**src/lei_pkg.sv**
```systemverilog
`timescale 1ns / 1ps

package lei_pkg;

  // Field and register widths
  localparam int unsigned COORD_BITS_DEF = 11;
  localparam int unsigned FRAC_BITS_DEF  = 8;
  localparam int unsigned EDGE_BITS      = 20;
  localparam int unsigned ROW_BITS       = 12;
  localparam int unsigned FW_BITS        = 11;
  localparam int unsigned MID_BITS       = 12;
  localparam int unsigned OFS_BITS       = 11;
  localparam int unsigned KIND_BITS      = 2;
  localparam int unsigned CFG_IDX_BITS   = 3;
  localparam int unsigned CFG_DATA_BITS  = 12;

  // Register values after reset
  localparam logic [ROW_BITS-1:0] SCAN_ROW_RST    = 12'd119;
  localparam logic [FW_BITS-1:0]  FRAME_WIDTH_RST = 11'd639;
  localparam logic [MID_BITS-1:0] MID_X_RST       = 12'd319;
  localparam logic [OFS_BITS-1:0] OFFSET_X_RST    = 11'd0;
  localparam logic [OFS_BITS-1:0] OFFSET_Y_RST    = 11'd119;

  // Register indexes on the configuration port
  typedef enum logic [CFG_IDX_BITS-1:0] {
    CFG_SCAN_ROW    = 3'd0,
    CFG_FRAME_WIDTH = 3'd1,
    CFG_MID_X       = 3'd2,
    CFG_OFFSET_X    = 3'd3,
    CFG_OFFSET_Y    = 3'd4
  } cfg_idx_e;

  // What a transaction did to the edges
  typedef enum logic [KIND_BITS-1:0] {
    KIND_NONE  = 2'd0,
    KIND_LEFT  = 2'd1,
    KIND_RIGHT = 2'd2
  } kind_e;

  // Width of a coordinate once the offset has been added
  function automatic int unsigned pos_width(input int unsigned coord_bits);
    return ((coord_bits > OFS_BITS) ? coord_bits : OFS_BITS) + 1;
  endfunction

endpackage

```
**src/lei_xcalc.sv**
```systemverilog
`timescale 1ns / 1ps

// Crossing x at the scan row: num = xh*(row-yl) + xl*(yh-row) on one shared
// multiplier in two steps (C_MUL_A, C_MUL_B), then (num << FRAC) / dy by
// restoring division, one quotient bit per cycle.
module lei_xcalc #(
  parameter int unsigned COORD_BITS = lei_pkg::COORD_BITS_DEF,
  parameter int unsigned FRAC_BITS  = lei_pkg::FRAC_BITS_DEF,
  localparam int unsigned PW = lei_pkg::pos_width(COORD_BITS),
  localparam int unsigned QW = PW + FRAC_BITS
) (
  input  logic          clk_i,
  input  logic          rst_ni,
  input  logic          start_i,
  input  logic [PW-1:0] xh_i,
  input  logic [PW-1:0] xl_i,
  input  logic [PW-1:0] dyh_i,
  input  logic [PW-1:0] dyl_i,
  input  logic [PW-1:0] dy_i,
  output logic          done_o,
  output logic [QW-1:0] lr_o
);
  import lei_pkg::*;

  localparam int unsigned CNT_W = $clog2(QW);

  typedef enum logic [3:0] {
    C_IDLE  = 4'b0001,
    C_MUL_A = 4'b0010,
    C_MUL_B = 4'b0100,
    C_DIV   = 4'b1000
  } calc_state_e;

  calc_state_e      state_q, state_d;
  logic [CNT_W-1:0] cnt_q;
  logic             done_q;
  logic [2*PW-1:0]  acc_q;
  logic [PW-1:0]    rem_q;
  logic [QW-1:0]    quo_q;

  logic [PW-1:0]    op_a, op_b;
  logic [2*PW-1:0]  prod, num;
  logic [PW:0]      trial;
  logic             ge;
  logic [PW-1:0]    diff;

  // Shared multiplier operand select
  always_comb begin
    if (state_q == C_MUL_A) begin
      op_a = xh_i;
      op_b = dyl_i;
    end else begin
      op_a = xl_i;
      op_b = dyh_i;
    end
  end

  assign prod = op_a * op_b;
  // fits 2*PW bits: the crossing lies below 2^PW
  assign num  = acc_q + prod;

  // One restoring division step
  assign trial = {rem_q, quo_q[QW-1]};
  assign ge    = trial >= {1'b0, dy_i};
  assign diff  = trial[PW-1:0] - dy_i;

  // Sequencer
  always_comb begin
    state_d = state_q;
    unique case (state_q)
      C_IDLE:  if (start_i) state_d = C_MUL_A;
      C_MUL_A: state_d = C_MUL_B;
      C_MUL_B: state_d = C_DIV;
      C_DIV:   if (cnt_q == '0) state_d = C_IDLE;
      default: state_d = C_IDLE;
    endcase
  end

  always_ff @(posedge clk_i or negedge rst_ni) begin
    if (!rst_ni) begin
      state_q <= C_IDLE;
      cnt_q   <= '0;
      done_q  <= 1'b0;
    end else begin
      state_q <= state_d;
      done_q  <= (state_q == C_DIV) && (cnt_q == '0);
      if (state_q == C_MUL_B) begin
        cnt_q <= CNT_W'(QW - 1);
      end else if (state_q == C_DIV) begin
        cnt_q <= cnt_q - 1'b1;
      end
    end
  end

  // Datapath: accumulator, partial remainder, dividend/quotient shifter
  always_ff @(posedge clk_i) begin
    unique case (state_q)
      C_MUL_A: acc_q <= prod;
      C_MUL_B: begin
        rem_q <= num[2*PW-1:PW];
        quo_q <= QW'(num[PW-1:0]) << FRAC_BITS;
      end
      C_DIV: begin
        rem_q <= ge ? diff : trial[PW-1:0];
        quo_q <= {quo_q[QW-2:0], ge};
      end
      default: ;
    endcase
  end

  assign done_o = done_q;
  assign lr_o   = quo_q;

endmodule

```
**src/lane_edge_intersection_tracker.sv**
```systemverilog
`timescale 1ns / 1ps

// Lane edge tracker. Each input transaction carries one line segment and a
// start_frame flag; each yields exactly one output transaction holding the
// left and right lane edges (unsigned, FRAC_BITS fraction bits) and the kind
// of update made. Both channels use valid/stall; a transaction moves on a
// rising edge with valid high and stall low.
// Registers are written through the cfg port (index, data, valid/ready,
// ready always high). The user must write them only while the block is
// idle; the block itself does not enforce this.
// A segment that straddles the scan row goes from S_PREP through the
// crossing unit (two multiply steps, then QW divide steps; QW = PW +
// FRAC_BITS with PW = max(COORD_BITS, OFS_BITS) + 1, 20 at the defaults)
// to S_FIN; any other segment goes from S_PREP straight to S_FIN. One
// segment is in work at a time; in_stall_o is high from acceptance until
// the result enters the output register. A stalled output holds; the
// finished result waits inside until the output register frees, and no
// new segment is taken while it waits.
// Reset clears both edges to zero and loads the register defaults.
module lane_edge_intersection_tracker #(
  parameter int unsigned COORD_BITS = lei_pkg::COORD_BITS_DEF,
  parameter int unsigned FRAC_BITS  = lei_pkg::FRAC_BITS_DEF
) (
  input  logic                             clk_i,
  input  logic                             rst_ni,
  input  logic                             cfg_valid_i,
  output logic                             cfg_ready_o,
  input  logic [lei_pkg::CFG_IDX_BITS-1:0]  cfg_index_i,
  input  logic [lei_pkg::CFG_DATA_BITS-1:0] cfg_data_i,
  input  logic                             in_valid_i,
  output logic                             in_stall_o,
  input  logic [COORD_BITS-1:0]            seg_ax_i,
  input  logic [COORD_BITS-1:0]            seg_ay_i,
  input  logic [COORD_BITS-1:0]            seg_bx_i,
  input  logic [COORD_BITS-1:0]            seg_by_i,
  input  logic                             start_frame_i,
  output logic                             out_valid_o,
  input  logic                             out_stall_i,
  output logic [lei_pkg::EDGE_BITS-1:0]    left_edge_x_o,
  output logic [lei_pkg::EDGE_BITS-1:0]    right_edge_x_o,
  output logic [lei_pkg::KIND_BITS-1:0]    update_kind_o
);
  import lei_pkg::*;

  localparam int unsigned PW = pos_width(COORD_BITS);
  localparam int unsigned QW = PW + FRAC_BITS;
  localparam int unsigned SW = FW_BITS + 1 + FRAC_BITS;
  localparam int unsigned CW = (QW > EDGE_BITS) ? QW : EDGE_BITS;
  localparam int unsigned RW = PW + 2;

  typedef enum logic [3:0] {
    S_IDLE = 4'b0001,
    S_PREP = 4'b0010,
    S_CALC = 4'b0100,
    S_FIN  = 4'b1000
  } top_state_e;

  top_state_e state_q, state_d;

  // Configuration registers
  logic [ROW_BITS-1:0] scan_row_q;
  logic [FW_BITS-1:0]  frame_width_q;
  logic [MID_BITS-1:0] mid_x_q;
  logic [OFS_BITS-1:0] offset_x_q;
  logic [OFS_BITS-1:0] offset_y_q;

  // Edge state and output register
  logic [EDGE_BITS-1:0] left_q, right_q;
  logic                 out_valid_q;
  logic [EDGE_BITS-1:0] out_left_q, out_right_q;
  kind_e                out_kind_q;

  // Per-segment working registers
  logic [PW-1:0] ax_q, ay_q, bx_q, by_q;
  logic [PW-1:0] xh_q, xl_q, dyh_q, dyl_q, dy_q;
  logic          go_left_q, cross_q;

  logic          accept, out_free;
  logic          calc_start, calc_done;
  logic [QW-1:0] calc_lr;

  // Sort and classify signals
  logic          b_high, straddle, rising, steep, lzone, rzone, go_left;
  logic [PW-1:0] xh, xl, yh, yl, row_ext, adx, half_ext;
  logic [RW-1:0] mid3;

  // Bound and update signals
  logic [FW_BITS:0]     right_sum;
  logic [CW-1:0]        lr_w, lbound, rbound;
  logic                 raise, lower;
  logic [EDGE_BITS-1:0] new_left, new_right;
  kind_e                new_kind;

  assign accept   = in_valid_i && (state_q == S_IDLE);
  assign out_free = !out_valid_q || !out_stall_i;

  // Order endpoints by y and classify the segment
  always_comb begin
    b_high   = by_q > ay_q;
    xh       = b_high ? bx_q : ax_q;
    yh       = b_high ? by_q : ay_q;
    xl       = b_high ? ax_q : bx_q;
    yl       = b_high ? ay_q : by_q;
    row_ext  = PW'(scan_row_q);
    straddle = (yh > row_ext) && (yl < row_ext);
    rising   = xh >= xl;
    adx      = rising ? (xh - xl) : (xl - xh);
    // vertical counts as steep rising: dy > 0 = 2*|dx|
    steep    = {1'b0, yh - yl} > {adx, 1'b0};
    half_ext = PW'(mid_x_q >> 1);
    lzone    = (xh < half_ext) && (xl < half_ext);
    mid3     = RW'(mid_x_q) + (RW'(mid_x_q) << 1);
    rzone    = ((RW'(xh) << 1) > mid3) && ((RW'(xl) << 1) > mid3);
    // in the middle zone, rising-steep and falling-shallow both go left
    go_left  = lzone || (!rzone && (rising == steep));
  end

  // Frame bounds and the edge update
  always_comb begin
    right_sum = {1'b0, frame_width_q} + {1'b0, offset_x_q};
    lr_w      = CW'(calc_lr);
    lbound    = CW'(SW'(offset_x_q) << FRAC_BITS);
    rbound    = CW'(SW'(right_sum) << FRAC_BITS);
    raise     = cross_q && go_left_q && (lr_w > lbound) && (lr_w > CW'(left_q));
    lower     = cross_q && !go_left_q && (lr_w < rbound) && (lr_w < CW'(right_q));
    new_left  = raise ? EDGE_BITS'(calc_lr) : left_q;
    new_right = lower ? EDGE_BITS'(calc_lr) : right_q;
    if (raise) begin
      new_kind = KIND_LEFT;
    end else if (lower) begin
      new_kind = KIND_RIGHT;
    end else begin
      new_kind = KIND_NONE;
    end
  end

  assign calc_start = (state_q == S_PREP) && straddle;

  // Main sequencer
  always_comb begin
    state_d = state_q;
    unique case (state_q)
      S_IDLE: if (in_valid_i) state_d = S_PREP;
      S_PREP: state_d = straddle ? S_CALC : S_FIN;
      S_CALC: if (calc_done) state_d = S_FIN;
      S_FIN:  if (out_free) state_d = S_IDLE;
      default: state_d = S_IDLE;
    endcase
  end

  // Control state, registers and edges
  always_ff @(posedge clk_i or negedge rst_ni) begin
    if (!rst_ni) begin
      state_q       <= S_IDLE;
      out_valid_q   <= 1'b0;
      left_q        <= '0;
      right_q       <= '0;
      scan_row_q    <= SCAN_ROW_RST;
      frame_width_q <= FRAME_WIDTH_RST;
      mid_x_q       <= MID_X_RST;
      offset_x_q    <= OFFSET_X_RST;
      offset_y_q    <= OFFSET_Y_RST;
    end else begin
      state_q <= state_d;

      if (cfg_valid_i) begin
        unique case (cfg_index_i)
          CFG_SCAN_ROW:    scan_row_q    <= cfg_data_i[ROW_BITS-1:0];
          CFG_FRAME_WIDTH: frame_width_q <= cfg_data_i[FW_BITS-1:0];
          CFG_MID_X:       mid_x_q       <= cfg_data_i[MID_BITS-1:0];
          CFG_OFFSET_X:    offset_x_q    <= cfg_data_i[OFS_BITS-1:0];
          CFG_OFFSET_Y:    offset_y_q    <= cfg_data_i[OFS_BITS-1:0];
          default: ;
        endcase
      end

      // start of frame reloads both edges before this segment is judged
      if (accept && start_frame_i) begin
        left_q  <= EDGE_BITS'(lbound);
        right_q <= EDGE_BITS'(rbound);
      end else if ((state_q == S_FIN) && out_free) begin
        left_q  <= new_left;
        right_q <= new_right;
      end

      if ((state_q == S_FIN) && out_free) begin
        out_valid_q <= 1'b1;
      end else if (!out_stall_i) begin
        out_valid_q <= 1'b0;
      end
    end
  end

  // Payload registers
  always_ff @(posedge clk_i) begin
    if (accept) begin
      ax_q <= PW'(seg_ax_i) + PW'(offset_x_q);
      ay_q <= PW'(seg_ay_i) + PW'(offset_y_q);
      bx_q <= PW'(seg_bx_i) + PW'(offset_x_q);
      by_q <= PW'(seg_by_i) + PW'(offset_y_q);
    end
    if (state_q == S_PREP) begin
      xh_q      <= xh;
      xl_q      <= xl;
      dyh_q     <= yh - row_ext;
      dyl_q     <= row_ext - yl;
      dy_q      <= yh - yl;
      go_left_q <= go_left;
      cross_q   <= straddle;
    end
    if ((state_q == S_FIN) && out_free) begin
      out_left_q  <= new_left;
      out_right_q <= new_right;
      out_kind_q  <= new_kind;
    end
  end

  lei_xcalc #(
    .COORD_BITS(COORD_BITS),
    .FRAC_BITS (FRAC_BITS)
  ) u_xcalc (
    .clk_i  (clk_i),
    .rst_ni (rst_ni),
    .start_i(calc_start),
    .xh_i   (xh_q),
    .xl_i   (xl_q),
    .dyh_i  (dyh_q),
    .dyl_i  (dyl_q),
    .dy_i   (dy_q),
    .done_o (calc_done),
    .lr_o   (calc_lr)
  );

  assign cfg_ready_o    = 1'b1;
  assign in_stall_o     = (state_q != S_IDLE);
  assign out_valid_o    = out_valid_q;
  assign left_edge_x_o  = out_left_q;
  assign right_edge_x_o = out_right_q;
  assign update_kind_o  = out_kind_q;

endmodule

```
**config.mk**
```make
export PLATFORM = sky130hd
export DESIGN_NAME = lane_edge_intersection_tracker
export DESIGN_NICKNAME = d
export VERILOG_FILES = /design/src/lei_pkg.sv /design/src/lei_xcalc.sv /design/src/lane_edge_intersection_tracker.sv
export SDC_FILE = /design/constraint.sdc
export NUM_CORES = 1
export LEC_CHECK = 0
export ABC_CLOCK_PERIOD_IN_PS = 14400
export BUFFER_PORTS_ARGS = -buffer_cell sky130_fd_sc_hd__buf_4
export CORE_MARGIN = 10
export CORE_UTILIZATION = 41
export DETAILED_ROUTE_END_ITERATION = 12
export MAX_ROUTING_LAYER = met4
export SYNTH_ARGS = -nofsm -noshare
export SYNTH_HDL_FRONTEND = slang
export SYNTH_SLANG_ARGS = --single-unit
```
**constraint.sdc**
```tcl
create_clock -name clk_i -period 14.4 [get_ports clk_i]
set_clock_uncertainty 0.2 [all_clocks]
set_input_delay 0.72 -clock clk_i [delete_from_list [all_inputs] [get_ports clk_i]]
set_output_delay 0.72 -clock clk_i [all_outputs]
set_load 0.03 [all_outputs]
```
==> results of run 1 <==
## registers in the layout, indices dropped and copies added, names as in the netlist, 20 cells and up
name / cells
u_xcalc.acc_q: 24
left_edge_x_o: 20
left_q: 20
right_edge_x_o: 20
right_q: 20
u_xcalc.lr_o: 20
## cells in the final DEF, fill, tap and decap left out, types with 10 or more instances in the layout
cell type / count
a211oi_1: 12
a21boi_0: 23
a21o_1: 65
a21oi_1: 169
a31o_2: 16
a31oi_1: 15
and2_1: 11
and3_1: 13
and4_1: 11
buf_4: 136
clkbuf_1: 11
clkbuf_16: 42
dfrtp_1: 83
dfstp_2: 29
edfxtp_1: 208
fa_1: 110
ha_1: 321
inv_1: 311
mux2_2: 82
mux2i_1: 73
nand2_1: 280
nand2b_1: 46
nand3_1: 52
nand4_1: 37
nor2_1: 213
nor2b_1: 41
nor3_1: 36
nor4_1: 13
o211ai_1: 10
o21a_1: 14
o21ai_0: 173
o21bai_1: 20
or2_2: 12
or3_1: 12
xnor2_1: 88
xor2_1: 38
## worst max-delay path: cells and delay by family (launching register included)
family          cells  cell delay (ns)
flops               1             0.43
xor+xnor            2             0.53
compound gates     10             2.44
simple gates        6             0.82
buf+inv             5             1.20
fa+ha+maj           7             2.97
mux                 1             0.71
## Yosys cell counts, types with 23 or more instances
cell,instances
nor2_1,213
inv_1,311
a21boi_0,23
xnor2_1,88
nor2b_1,41
xor2_1,38
dfrtp_1,83
o21ai_0,173
nor3_1,37
nand2b_1,46
a21oi_1,169
nand2_1,280
mux2i_1,73
clkbuf_1,53
nand4_1,37
edfxtp_1,208
nand3_1,52
mux2_2,82
ha_1,321
fa_1,110
dfstp_2,29
a21o_1,65
## how the worst min path moves through the flow
| stage | startpoint | endpoint | slack (ns) |
|---|---|---|---|
| 6_report | out_stall_i | out_valid_o | 0.18 |
| 4_1_cts | out_stall_i | out_valid_o | 0.17 |
| 3_5_place_dp | u_xcalc.cnt_q[4] | u_xcalc.cnt_q[4] | 0.30 |
| 5_1_grt | out_stall_i | out_valid_o | 0.19 |
| 3_3_place_gp | u_xcalc.cnt_q[4] | u_xcalc.cnt_q[4] | 0.29 |
| 2_1_floorplan | rst_ni | frame_width_q[10] | 0.22 |
## area by class of cell
type / instances / area, um^2 / share of cell area [%]
Multi-Input combinational cell: 2141 / 16830 / 54.92
Tap cell: 864 / 1081 / 3.528
Antenna cell: 2 / 5.005 / 0.01633
Timing Repair Buffer: 137 / 1031 / 3.365
Sequential cell: 320 / 9085 / 29.65
Inverter: 312 / 1171 / 3.822
Clock buffer: 57 / 1147 / 3.745
Clock inverter: 17 / 291.5 / 0.9515
## logic make-up after synthesis
| kind of cell | share of synthesized area [%] |
|---|---|
| other cells | 0.01372 |
| mux | 6.051 |
| compound gates | 14.44 |
| xor+xnor | 4.124 |
| flops | 33.23 |
| simple gates | 13.80 |
| buf+inv | 5.373 |
| fa+ha+maj | 22.97 |
## metal layers
metal | vias up | GRT usage (%)
met4 | 0 | 6.396
met3 | 108 | 2.510
li1 | 10280 | -
met5 | - | -
met1 | 10600 | 28.99
met2 | 559 | 33.36
## through the flow
stage	instances	setup WS, ns
global placement	3773	5.139
global route	3850	4.204
finish	3850	4.882
floorplan	2846	5.537
CTS	3848	4.912
detailed placement	3773	4.985
==> results.txt, run 1 <==
WL/cell: 21.34 um
CP dominant cell by count: fa_1
clock slew at the register clock pins of the worst setup and hold paths: 0.06 ns
Final Critical Period: 9.518 ns
Largest stage delay, worst path: 0.71 ns
Mapped Cells: 2846
largest net degree at the start of global routing: 87
Syn Area/Cell: 9.605 um^2
Slew HR: 15.83%
post-cts repair resize count: 0
syn nets: 3342
htree depth: 2
Post-Route WL: 82.17 mm
number of buffers inserted by hold repair at cts: 1
vias post-DR: 21550
DR WL met2: 37.38 mm
Post-CTS Setup Inserts: 0
fin area: 30640 um^2
Critical Path AT: 9.73 ns
metal3 WL: 4.109 mm
hold crit path type: input pin to flop
synth warn: 0
proportion of layout cells with a drive suffix above 1: 12.10%
Post-DP Area: 29190 um^2
Slew @ Worst Pin: 1.256 ns
Util after Layout: 46.44%
share of synthesized flip-flops with an asynchronous set or reset: 35.00%
Total Routing Usage GR: 21.44%
initial DRC count: 1641
Port Buffers: 108
vias per cell: 5.596
full die area: 77400 um^2
DRC viols: 0
reg2reg path depth: 31
Post-synth EDFFs: 208
CP Launch Point: u_xcalc.state_q[3]
Post-synth top flop: edfxtp_1
Top Layer Used: met4
Seq/Total Area, Yosys: 33.23%
grt total ovfl: 0
DP HPWL: 64.88 mm
top-level I/O count: 110
RSZ-0062 raised after global routing: false
Area Growth Syn to Fin: 12.09%
Core ar.: 65980 um^2
WP data required: 14.61 ns
Synth area leader: edfxtp_1
Netlist Area Pre-Place: 27340 um^2
CTS tree: built
num rows: 94
Synth area leaders: edfxtp_1 (23%), ha_1 (15%), fa_1 (8.1%)
Pre-Repair DR Iteration Count: 5
Yosys top cell area share: 22.85%
CP Capture Point: u_xcalc.rem_q[11]
minimum hold slack: 0.1835 ns
Sink Count: 320
Worst setup SP type: flop
first-pass GRT wire length: 127.0 mm
final setup vio count: 0
number of global-route vias before repair: 21460
crit-path max FO: 41
Final Max Tran Viols: 0
fillers: 6208
unique cell type count in the Yosys netlist: 92
cts bufs inserted: 40
Routed Antenna Nets: 0
status: completed
fin crit share: 66.09%
Root Buffer: clkbuf_16
crit path max-delay cell type: mux2i_1
reg2reg setup slack: 4.88 ns
hold violation count in the final report: 0
CTS Buffer Depth: 3
Max Fclk: 105.1 MHz
initial antenna violation count: 4
met1 wire length: 38.44 mm
Final GP Congestion: 0.9320
Synth Register Bits: 320
Initial Utilization: 41.43%
Die Y: 278.2 um
maxcap violations: 0
clk_lat worst skew: 0.59 ns
Critical Path Sink Type: flop
Layout Nets: 3448
die width: 278.2 um
RR Endpoint: u_xcalc.rem_q[11]
r2r startpoint: u_xcalc.state_q[3]
Hold Path Stages: 3
total negative slack: 0 ns
Crit Path Category: flop to flop
Power of run 1 is left out: the tool's default activity adds up to more than one toggle a clock period on the data nets, which glitch-free logic cannot reach.
==> run 2: changes to the inputs <==
--- a/config.mk
+++ b/config.mk
@@ -5,7 +5,8 @@
 export SDC_FILE = /design/constraint.sdc
 export NUM_CORES = 1
 export LEC_CHECK = 0
-export ABC_CLOCK_PERIOD_IN_PS = 14400
+export ABC_AREA = 1
+export ABC_CLOCK_PERIOD_IN_PS = 7800
 export BUFFER_PORTS_ARGS = -buffer_cell sky130_fd_sc_hd__buf_4
 export CORE_MARGIN = 10
 export CORE_UTILIZATION = 41
==> constraint.sdc (replaced) <==
create_clock -name clk_i -period 7.8 [get_ports clk_i]
set_clock_uncertainty 0.2 [all_clocks]
set_input_delay 0.39 -clock clk_i [delete_from_list [all_inputs] [get_ports clk_i]]
set_output_delay 0.39 -clock clk_i [all_outputs]
set_load 0.03 [all_outputs]
==> run 2 against run 1 <==
Sequential cell count unchanged. Non-clock buffer count up 69. Global-route usage down 2.2 points. Worst setup slack worse by 4.6 ns. Critical endpoint is now u_xcalc.rem_q[10].
==> results.txt, run 2 <==
proportion of layout cells with a drive suffix above 1: 11.80%
DP HPWL: 58.46 mm
hold violation count in the final report: 0
Seq/Total Area, Yosys: 33.73%
max reg flops: 24
grt total ovfl: 0
critical path's top delay family: adder cells
CP dominant cell by count: fa_1
Slew HR: 39.71%
Sink Count: 320
unique cell type count in the Yosys netlist: 56
Mapped Cells: 3224
WL/cell: 16.98 um
Post-DP Area: 29170 um^2
main combinational cell family by area after synthesis: adder cells
CP bufs+invs: 9
Port Buffers: 108
full die area: 76350 um^2
crit-path max FO: 21
clk_lat worst skew: 0.57 ns
Most flops, register: u_xcalc.acc_q
initial DRC count: 1339
Total Routing Usage GR: 19.28%
fin area: 31040 um^2
Synth Area in XOR/XNOR: 4.292%
count leader, synth: nand2_1
mux cell area share after synthesis: 0.03716%
first-pass GRT wire length: 116.8 mm
Initial Utilization: 41.64%
Yosys top cell area share: 23.19%
Slew @ Worst Pin: 0.9044 ns
cts bufs inserted: 39
DRC viols: 0
Post-Route WL: 72.96 mm
Netlist Area Pre-Place: 26940 um^2
Final Critical Period: 7.531 ns
Crit Path Category: flop to flop
simple-gate share of the synthesized area: 17.08%
reg2reg path depth: 32
Post-synth top flop: edfxtp_1
maxcap violations: 0
Synth Register Bits: 320
commonest cells after routing, fill and taps aside: nand2_1 (698), inv_1 (544), ha_1 (316), edfxtp_1 (208), o21ai_0 (194)
r2r startpoint: u_xcalc.state_q[2]
Synth area leaders: edfxtp_1 (23%), ha_1 (15%), nand2_1 (9.8%)
Syn Area/Cell: 8.355 um^2
Final Max Tran Viols: 0
complex-gate fraction of the synthesized area: 12.86%
RR Endpoint: u_xcalc.rem_q[10]
syn nets: 3720
WP data required: 7.93 ns
WHS Endpoint: ax_q[11]
number of global-route vias before repair: 21110
vias post-DR: 21850
share of synthesized flip-flops with an asynchronous set or reset: 35.00%
Layout Cells excl Fill: 4297
Area Growth Syn to Fin: 15.24%
Critical Path Sink Type: flop
Die Y: 276.3 um
num rows: 93
Layout Nets: 3908
CTS Buffer Depth: 3
Critical Path AT: 7.66 ns
fin crit share: 96.55%
Min-Delay Startpoint: seg_ax_i[10]
Worst setup SP type: flop
Post-Synth Adder-Cell Area: 23.09%
status: completed
Largest stage delay, worst path: 0.54 ns
Post-synth EDFFs: 208
initial antenna violation count: 0
RSZ-0062 raised after global routing: true
Multi-input gate area: 15810 um^2
hold crit path type: input pin to flop
Final GP Congestion: 0.9082
Routed Antenna Nets: 0
n_diodes: 0
FF/Latch Area: 9085 um^2
die width: 276.3 um
vias per cell: 5.084
Synth area leader: edfxtp_1
reg2reg setup slack: 0.27 ns
final setup vio count: 0
CTS tree: built
fillers: 6424
top-level I/O count: 110
DP Cell Count: 4196
Max Fclk: 132.8 MHz
Core ar.: 64700 um^2
crit path max-delay cell type: fa_1
commonest non-fill, non-tap cell in the layout: nand2_1
largest net degree at the start of global routing: 65
top cells by instance count after synthesis: nand2_1 (704), inv_1 (554), ha_1 (321), o21ai_0 (211), edfxtp_1 (208)
Hold Path Stages: 3
Root Buffer: clkbuf_16
Pre-Repair DR Iteration Count: 6
clock slew at the register clock pins of the worst setup and hold paths: 0.06 ns
synth warn: 0
htree depth: 2
run 2: cell types whose count changed in the layout (fill, tap and decap cells not counted), moves of 39 or more:
cell	delta
mux2_2	-82
a21o_1	-47
nand2b_1	-46
nor2b_1	-41
inv_1	+233
xor2_1	+54
mux2i_1	-72
xnor2_1	-49
o21ai_1	+39
nand2_1	+418
nand3_1	+65
buf_4	+56
run 2: worst max-delay path by stage:
| stage | startpoint | endpoint | slack, ns | cells past startpoint |
|---|---|---|---|---|
| global placement | u_xcalc.state_q[2] | u_xcalc.rem_q[11] | 0.18 | 36 |
| detailed placement | u_xcalc.state_q[2] | u_xcalc.rem_q[11] | 0.09 | 36 |
| CTS | u_xcalc.state_q[2] | u_xcalc.rem_q[11] | 0.08 | 36 |
| global route | u_xcalc.state_q[2] | u_xcalc.rem_q[10] | -0.13 | 34 |
| floorplan | u_xcalc.state_q[2] | u_xcalc.rem_q[10] | 0.02 | 34 |
| finish | u_xcalc.state_q[2] | u_xcalc.rem_q[10] | 0.27 | 32 |
run 2: cell families after synthesis:
family	Yosys count
AND/OR/NAND/NOR	1112
XOR/XNOR	132
AO/OA/AOI/OAI	608
buffers and inverters	619
adder cells (fa/ha/maj)	431
other	1
flip-flops	320
multiplexers	1
run 2: area by class of cell:
| class | instances | share of cell area [%] |
|---|---|---|
| flip-flops and latches | 320 | 29.27 |
| well taps | 855 | 3.446 |
| clock inverters | 22 | 0.7053 |
| repair buffers | 206 | 5.199 |
| inverters | 560 | 6.836 |
| clock buffers | 49 | 3.631 |
| multi-input cells | 2285 | 50.92 |
run 2: stage by stage:
| stage | worst slack, ns | setup TNS [ns] | utilization [%] | hold WS (ns) |
|---|---|---|---|---|
| final | 0.2693 | 0 | 47.98 | 0.04351 |
| after global routing | -0.1255 | -0.5027 | 47.98 | 0.03416 |
| after CTS | 0.08187 | 0 | 47.29 | 0.01790 |
| after detailed placement | 0.08802 | 0 | 45.09 | 0.2736 |
| after global placement | 0.1830 | 0 | 45.09 | 0.2549 |
| after floorplan | 0.01558 | 0 | - | -0.1056 |
run 2: tightest hold or removal path: stages:
cell      delay, ns
buf_4          0.08
ha_1           0.12
o21bai_1       0.09
run 2: routing by layer:
layer / global-route usage [%] / share of wire (%)
met5: - / 0
met4: 4.067 / 2.0
met3: 2.359 / 4.4
met2: 30.13 / 45
met1: 26.49 / 49
run 2: repair_timing:
action | 4_1_cts | 5_1_grt
setup endpoints to repair | 0 | 11
endpoints found under the hold margin | 60 | 0
hold buffers | 8 | 0
gates resized for setup | 0 | 64
buffers inserted | 0 | 20
Power of run 2 is left out for the same reason.
==> run 3: changes to the inputs <==
--- a/config.mk
+++ b/config.mk
@@ -5,12 +5,12 @@
 export SDC_FILE = /design/constraint.sdc
 export NUM_CORES = 1
 export LEC_CHECK = 0
-export ABC_AREA = 1
 export ABC_CLOCK_PERIOD_IN_PS = 7800
 export BUFFER_PORTS_ARGS = -buffer_cell sky130_fd_sc_hd__buf_4
 export CORE_MARGIN = 10
 export CORE_UTILIZATION = 41
 export DETAILED_ROUTE_END_ITERATION = 12
+export GPL_TIMING_DRIVEN = 1
 export MAX_ROUTING_LAYER = met4
 export SYNTH_ARGS = -nofsm -noshare
 export SYNTH_HDL_FRONTEND = slang
==> run 3 against run 2 <==
The run now ends with negative setup slack left. Global-route usage rose by 2.1 points. Highest routed layer unchanged. Utilization rose by 1.7 points. Design area rose by 5.5%. Worst setup slack got worse by 0.36 ns. Count of clock-buffer cells in the layout rose by 1. Routed wire length rose by 13%. Critical path depth rose by 1. Die area rose by 1.4%.
==> results.txt, run 3 (same netlist as run 1, synthesis figures left out) <==
status: finished with violations
failing checks: negative setup slack
CP bufs+invs: 9
reg2reg path depth: 33
commonest cells after routing, fill and taps aside: ha_1 (305), inv_1 (302), buf_4 (299), nand2_1 (276), edfxtp_1 (208)
full die area: 77400 um^2
CTS Buffer Depth: 3
Hold Path Stages: 4
Critical Path Sink Type: flop
crit path max-delay cell type: fa_2
hold crit path type: input pin to flop
Total Routing Usage GR: 21.36%
fin crit share: 101.1%
Core ar.: 65980 um^2
DP HPWL: 64.96 mm
proportion of layout cells with a drive suffix above 1: 19.90%
grt total ovfl: 0
critical path's top delay family: adder cells
largest net degree at the start of global routing: 87
Crit Path Category: flop to flop
r2r startpoint: u_xcalc.state_q[3]
Post-Route WL: 82.48 mm
Max Fclk: 126.8 MHz
commonest non-fill, non-tap cell in the layout: ha_1
Final Max Tran Viols: 0
cts bufs inserted: 40
Final GP Congestion: 0.9660
CP Launch Point: u_xcalc.state_q[3]
num rows: 94
initial antenna violation count: 4
hold violation count in the final report: 0
final setup vio count: 1
Die Y: 278.2 um
number of cells on the critical path: 33
Most flops, register: u_xcalc.acc_q
Pre-Repair DR Iteration Count: 5
crit-path max FO: 8
Routed Antenna Nets: 0
WL/cell: 20.37 um
htree depth: 2
Sink Count: 320
Slew @ Worst Pin: 1.262 ns
top-level I/O count: 110
max reg flops: 24
DRC viols: 0
WP data required: 7.93 ns
Final Critical Period: 7.888 ns
CTS tree: built
Initial Utilization: 41.43%
Worst setup SP type: flop
worst setup margin: -0.08833 ns
initial DRC count: 1584
maxcap violations: 0
Port Buffers: 108
vias per cell: 5.474
Critical Path AT: 8.02 ns
Slew HR: 15.41%
clock slew at the register clock pins of the worst setup and hold paths: 0.06 ns
clk_lat worst skew: 0.59 ns
number of global-route vias before repair: 22510
RSZ-0062 raised after global routing: true
Root Buffer: clkbuf_16
vias post-DR: 22170
Largest stage delay, worst path: 0.56 ns
pre-CTS setup slack: -0.2923 ns
Min-Delay Startpoint: seg_ax_i[10]
CP dominant cell by count: nor2_2
first-pass GRT wire length: 128.1 mm
Layout Nets: 3645
Area Growth Syn to Fin: 19.81%
total negative slack: -0.08833 ns
die width: 278.2 um
==> run 3: cell count changes in the layout (fill, tap and decap cells not counted), sizes merged, moves of 47 or more <==
cell	delta
a21o	+47
buf	+116
mux2i	+72
nand3	-71
inv	-249
mux2	+82
nand2	-426
xor2	-54
o21ai	-85
xnor2	+48
==> run 3: per-stage QoR <==
step	hold slack (ns)	utilization (%)	cell area [um^2]	std cells
2_1_floorplan	-0.1056	-	27360	2846
3_3_place_gp	0.03919	45.80	30220	3908
4_1_cts	0.005149	48.46	31980	4021
3_5_place_dp	0.03767	45.80	30220	3908
5_1_grt	0.04467	49.63	32750	4048
6_report	0.03854	49.64	32750	4049
==> run 3: tightest hold or removal path, delay by kind of cell <==
family	cells	cell delay [ns]
fa+ha+maj	1	0.14
compound gates	2	0.10
buf+inv	1	0.08
==> run 3: final timing paths <==
path | endpoint | slack (ns)
max | u_xcalc.rem_q[11] | -0.09
min in group asynchronous | offset_y_q[6] | 0.17
min | ax_q[11] | 0.04
max reg2reg | u_xcalc.rem_q[11] | -0.09
max in group asynchronous | left_q[2] | 5.76
min reg2reg | left_q[8] | 0.31
==> run 3: layout make-up <==
cell class / count / area, um^2
antenna: 4 / 10.01
clock buffer: 50 / 1049
clock inverter: 24 / 270.3
fill: 6043 / 33230
inverter: 312 / 1171
multi-input combinational: 2141 / 17420
sequential: 320 / 9085
tap: 864 / 1081
timing repair buffer: 334 / 2663
==> run 3: repair_timing <==
action	CTS	global route
endpoints found under the hold margin	110	0
endpoints found under the setup margin	5	9
cloned	1	1
pin swaps	7	88
gates resized for setup	22	118
hold buffers	20	0
buffers inserted	18	26
==> run 3: metal layers <==
metal / GRT usage (%) / wire (um) / up-vias / part of all wire [%]
met2: 33.88 / 38150 / 579 / 46
met1: 27.79 / 37630 / 10800 / 46
li1: - / - / 10660 / -
met3: 2.862 / 4087 / 122 / 5.0
met4: 7.288 / 2613 / 0 / 3.2
met5: - / 0 / - / 0
Power of run 3 is left out for the same reason.
